[config.mk]
export PLATFORM = sky130hd
export DESIGN_NAME = bba_ctrl
export DESIGN_NICKNAME = d
export VERILOG_FILES = /design/src/rtl/core/bba_pkg.sv /design/src/rtl/core/bba_ctrl.sv
export SDC_FILE = /design/constraint.sdc
export NUM_CORES = 1
export LEC_CHECK = 0
export ABC_AREA = 1
export BUFFER_PORTS_ARGS = -buffer_cell sky130_fd_sc_hd__buf_4
export CAP_MARGIN = 10
export CORE_MARGIN = 5
export CORE_UTILIZATION = 40
export CTS_CLUSTER_DIAMETER = 100
export DETAILED_ROUTE_END_ITERATION = 6
export PLACE_DENSITY = 0.67
export SYNTH_ARGS = -nofsm -noshare
export SYNTH_HDL_FRONTEND = slang
export SYNTH_SLANG_ARGS = --single-unit
[constraint.sdc]
create_clock -name clk -period 4.9 [get_ports clk]
set_clock_uncertainty 0.2 [all_clocks]
set_input_delay 1.47 -clock clk [delete_from_list [all_inputs] [get_ports clk]]
set_output_delay 1.47 -clock clk [all_outputs]
set_load 0.005 [all_outputs]
[src/rtl/core/bba_pkg.sv]
// Shared types and constants for the block bitmap allocator.
// Used by the controller, the datapath, the top level and the checker.
`timescale 1ns / 1ps

package bba_pkg;

  localparam int BLOCK_COUNT = 32768;
  localparam int WORD_BITS   = 32;
  localparam int MAP_WORDS   = (BLOCK_COUNT + WORD_BITS - 1) / WORD_BITS;
  localparam int ADDR_W      = (MAP_WORDS > 1) ? $clog2(MAP_WORDS) : 1;
  localparam int BIT_W       = $clog2(WORD_BITS);
  localparam int ID_W        = 15;
  localparam int CMD_W       = 2;
  localparam int ST_W        = 2;
  localparam int RES_W       = 16;

  // Width wide enough for block counts, reserved counts and word/bit ids.
  localparam int CNT_A = $clog2(BLOCK_COUNT + 1);
  localparam int CNT_B = (CNT_A > RES_W) ? CNT_A : RES_W;
  localparam int CNT_C = (CNT_B > ID_W) ? CNT_B : ID_W;
  localparam int CNT_W = (CNT_C > ADDR_W + BIT_W) ? CNT_C : ADDR_W + BIT_W;

  localparam logic [CMD_W-1:0] CMD_FORMAT = 2'd0;
  localparam logic [CMD_W-1:0] CMD_ALLOC  = 2'd1;
  localparam logic [CMD_W-1:0] CMD_FREE   = 2'd2;

  localparam logic [ST_W-1:0] ST_OK    = 2'd0;
  localparam logic [ST_W-1:0] ST_FULL  = 2'd1;
  localparam logic [ST_W-1:0] ST_RANGE = 2'd2;

  typedef struct packed {
    logic [CMD_W-1:0] command;
    logic [ID_W-1:0]  block_id;
  } in_item_t;

  typedef struct packed {
    logic [ID_W-1:0] granted_id;
    logic [ST_W-1:0] status;
  } out_item_t;

  // Controller to datapath.
  typedef struct packed {
    logic            item_load;
    logic            addr_clr;
    logic            addr_inc;
    logic            fmt_load;
    logic            fmt_zero;
    logic            fmt_wr;
    logic            scan_rd;
    logic            cap;
    logic            alloc_wr;
    logic            free_rd;
    logic            free_wr;
    logic            res_set;
    logic            res_grant;
    logic [ST_W-1:0] res_code;
    logic            out_load;
  } ctl_cmd_t;

  // Datapath to controller.
  typedef struct packed {
    logic addr_last;
    logic chk_hit;
    logic chk_last;
    logic chk_vld;
    logic grant_ok;
    logic id_ok;
  } dp_stat_t;

endpackage

[src/rtl/core/bba_ctrl.sv]
// Controller state machine of the block bitmap allocator.
// Depends on bba_pkg for the command and status structs and the codes.
`timescale 1ns / 1ps

module bba_ctrl
  import bba_pkg::*;
(
  input  logic             clk,
  input  logic             rst,
  input  logic             in_valid,
  input  logic [CMD_W-1:0] in_command,
  output logic             in_ready,
  input  logic             out_ready,
  output logic             out_valid,
  input  dp_stat_t         stat,
  output ctl_cmd_t         cmd
);

  typedef enum logic [3:0] {
    S_INIT, S_CLEAR, S_IDLE, S_FMT, S_SCAN, S_GRANT, S_FREE_RD, S_FREE_WR, S_DONE
  } state_t;

  state_t state, state_next;
  logic   issued, issued_next;
  logic   out_valid_next;
  logic   slot_free;

  assign in_ready  = (state == S_IDLE);
  assign slot_free = !out_valid || out_ready;

  always_comb begin
    cmd            = '0;
    cmd.res_code   = ST_OK;
    state_next     = state;
    issued_next    = issued;
    out_valid_next = out_valid;
    if (out_ready) begin
      out_valid_next = 1'b0;
    end
    unique case (state)
      S_INIT: begin
        cmd.addr_clr = 1'b1;
        cmd.fmt_load = 1'b1;
        cmd.fmt_zero = 1'b1;
        state_next   = S_CLEAR;
      end
      S_CLEAR: begin
        cmd.fmt_wr   = 1'b1;
        cmd.addr_inc = 1'b1;
        if (stat.addr_last) begin
          state_next = S_IDLE;
        end
      end
      S_IDLE: begin
        if (in_valid) begin
          cmd.item_load = 1'b1;
          cmd.addr_clr  = 1'b1;
          priority if (in_command == CMD_FORMAT) begin
            cmd.fmt_load = 1'b1;
            state_next   = S_FMT;
          end else if (in_command == CMD_ALLOC) begin
            issued_next = 1'b0;
            state_next  = S_SCAN;
          end else if (in_command == CMD_FREE) begin
            state_next = S_FREE_RD;
          end else begin
            cmd.res_set = 1'b1;
            state_next  = S_DONE;
          end
        end
      end
      S_FMT: begin
        cmd.fmt_wr   = 1'b1;
        cmd.addr_inc = 1'b1;
        if (stat.addr_last) begin
          cmd.res_set = 1'b1;
          state_next  = S_DONE;
        end
      end
      S_SCAN: begin
        cmd.scan_rd  = !issued;
        cmd.addr_inc = !issued && !stat.addr_last;
        if (!issued && stat.addr_last) begin
          issued_next = 1'b1;
        end
        if (stat.chk_hit) begin
          cmd.cap    = 1'b1;
          state_next = S_GRANT;
        end else if (stat.chk_vld && stat.chk_last) begin
          cmd.res_set  = 1'b1;
          cmd.res_code = ST_FULL;
          state_next   = S_DONE;
        end
      end
      S_GRANT: begin
        cmd.res_set = 1'b1;
        if (stat.grant_ok) begin
          cmd.alloc_wr  = 1'b1;
          cmd.res_grant = 1'b1;
        end else begin
          cmd.res_code = ST_FULL;
        end
        state_next = S_DONE;
      end
      S_FREE_RD: begin
        if (stat.id_ok) begin
          cmd.free_rd = 1'b1;
          state_next  = S_FREE_WR;
        end else begin
          cmd.res_set  = 1'b1;
          cmd.res_code = ST_RANGE;
          state_next   = S_DONE;
        end
      end
      S_FREE_WR: begin
        cmd.free_wr = 1'b1;
        cmd.res_set = 1'b1;
        state_next  = S_DONE;
      end
      S_DONE: begin
        if (slot_free) begin
          cmd.out_load   = 1'b1;
          out_valid_next = 1'b1;
          state_next     = S_IDLE;
        end
      end
      default: begin
        state_next = S_INIT;
      end
    endcase
  end

  always_ff @(posedge clk) begin
    if (rst) begin
      state     <= S_INIT;
      issued    <= 1'b0;
      out_valid <= 1'b0;
    end else begin
      state     <= state_next;
      issued    <= issued_next;
      out_valid <= out_valid_next;
    end
  end

endmodule

==> reports/qor.yml <==
run_status:
  outcome: "complete, no violations"
layout:
  insertedDiodeCount: 0
  area_growth_pct: 36.21
  final_common_cell: "buf_4"
  fin_util: 0.5893
  layout-drive-gt1-share: 0.4015
  nets: 155
  layout_common_cells: "buf_4, nor2_1, inv_1, nand2_1, nand3_1"
  finalNonFillerCells: 153
worst_setup_path:
  critical-path-top-delay-family: "simple AND/OR/NAND/NOR gates"
  r2r_cells: 9
  worst_path_largest_cell_delay_ns: 0.16
  path_cells: "buf_4, nand2_1, nand2_1, inv_1, nand2_4, nand2_2, nor2_4, inv_2, nor2_1, buf_4"
  start_kind: "input pin"
  slowest_stage: "nor2_4"
  cp-end-kind: "output pin"
  cp_max_fo: 6
  crit_cells: 10
  crit_type: "input pin to output pin"
  cp.arrival_ns: 2.29
  required_ns: 3.23
  worst-path-buf-inv: 4
sta:
  worst_pin_slew_ns: 0.3593
  tns_ns: 0
  final_max_slew_viol_count: 0
  setup_violations: 0
  min_period_ns: 3.957
  finalCritPeriodShare: 0.8075
  max_freq_ghz: 0.2527
  slew_headroom: 0.7601
  finalHoldWorstSlack_ns: 0.3468
  grt_setup_unrepaired: "false"
  fin_ws_ns: 0.9433
  finalHoldViolCount: 0
synth:
  synthesis.area_um2: 666.9
  yosys-top-cells-area: "dfxtp_1, nor2_1, inv_1"
  ys_warn_count: 0
  yosysTopAreaCell: "dfxtp_1"
  ys_ff_latch: 6
  ys_types: 23
  seq_area_frac_synth: 0.1801
  synth_area_per_cell_um2: 6.233
  netlist.area_leader.share: 0.1801
  synth_nets: 123
  synthCells: 107
clocking:
  post-cts-setup-buffer-count: 0
  cts_tree: "done"
  insertion_delay_ns: 0.24
  cts-resized-gates: 0
  clk_pin_slew_ns: 0.04
  cts_buffer_depth: 2
  cts_max_level: 1
  cts_root_buf: "clkbuf_4"
  ctsHoldBuffers: 0
  cts_made_buffers: 3
  cts.sinks: 6
floorplan:
  dieWidth_um: 50.83
  ios: 30
  dieArea_um2: 2584
  fp.coreArea_um2: 1541
  initial_core_util: 0.4326
  rows: 14
  die_height_um: 50.83
drt:
  ant_nets: 0
  drt_pass1_iterations: 4
  viasPerCell: 4.817
  num_vias: 737
  routedWlPerCell_um: 10.79
  drc_errors: 0
  routed_wl_um: 1651
  drtIter0Drc: 6
power_and_ir_drop:
  leakage_nw: 0.5090
  peakVddDrop_mv: 0.2814
  pwr_density_cell_nw_per_um2: 454.9
global_routing:
  grt_max_degree: 9
  grt_pass1_wl_um: 2870
  overflow: 0
  grt_pass1_vias: 700
  antenna_found_initial: 0
  track_usage: 0.1399
place:
  gp_congestion: 0.8732
  place_ws_ns: 0.9397
  place_hpwl_um: 1441
  io_buffers: 29
  dp_cells: 150
hold_path:
  hold_depth: 4
  hp-class: "flip-flop to flip-flop"
run:
  maxCapViolCount: 0
[tightest hold or removal path, cell delays in order (launching register included)]
cell and delay (ns):
dfxtp_1 0.30, inv_1 0.05, nor2_1 0.05, inv_1 0.05, a21oi_1 0.05
[registers in the layout, summed over array words and instances (netlist names)]
name and flops:
state 4, issued 1, out_valid 1
[metal layers]
metal  part of all wire  wire length (µm)  GRT usage  vias to the layer above
met5                  0                 0          0                        -
met4                  0                 0    0.01277                        0
met3              0.086               142    0.06686                        0
met2               0.45               744     0.2169                       20
met1               0.46               764     0.1828                      321
li1                   -                 -          -                      396
[synthesized netlist by cell type (all sizes together)]
cell / instances
a21oi: 5
buf: 2
dfxtp: 6
ha: 4
inv: 22
nand2: 21
nand3: 10
nand3b: 1
nand4: 2
nor2: 27
nor3: 2
o21ai: 1
o21bai: 1
o22ai: 2
o32ai: 1
[power breakdown]
group | total, mW | switching (mW) | internal, mW
combinational | 0.284 | 0.159 | 0.125
sequential | 0.0862 | 0.0229 | 0.0633
clock | 0.0431 | 0.0156 | 0.0275
[area by class of cell]
cell class | instances | area (µm²)
fillers | 161 | 633.1
multi-input cells | 77 | 445.4
repair buffers | 29 | 217.7
flip-flops and latches | 6 | 120.1
inverters | 22 | 82.58
clock buffers | 3 | 22.52
well taps | 16 | 20.02
[through the flow]
stage,area (µm²),total power [mW]
floorplan,666.9,0.2684
global placement,885.9,0.3692
detailed placement,885.9,0.3725
CTS,908.4,0.4191
global route,908.4,0.4623
finish,908.4,0.4132
[path summary, 6_finish.rpt]
check                  from        end  slack, ns
setup / recovery    stat[2]     cmd[4]       0.94
hold reg to reg   out_valid  out_valid       0.35
setup reg to reg   state[0]   state[0]       3.23
hold / removal    out_valid  out_valid       0.35
[kinds of logic (layout without fill, tap and decap cells)]
| group | count (synthesis) | count (layout) | synth area share |
|---|---|---|---|
| adder cells (fa/ha/maj) | 4 | 4 | 0.07505 |
| AND/OR/NAND/NOR | 63 | 63 | 0.4991 |
| AO/OA/AOI/OAI | 10 | 10 | 0.09381 |
| flip-flops | 6 | 6 | 0.1801 |
| buffers and inverters | 24 | 54 | 0.1520 |
Power figures use the tool's default switching activity.
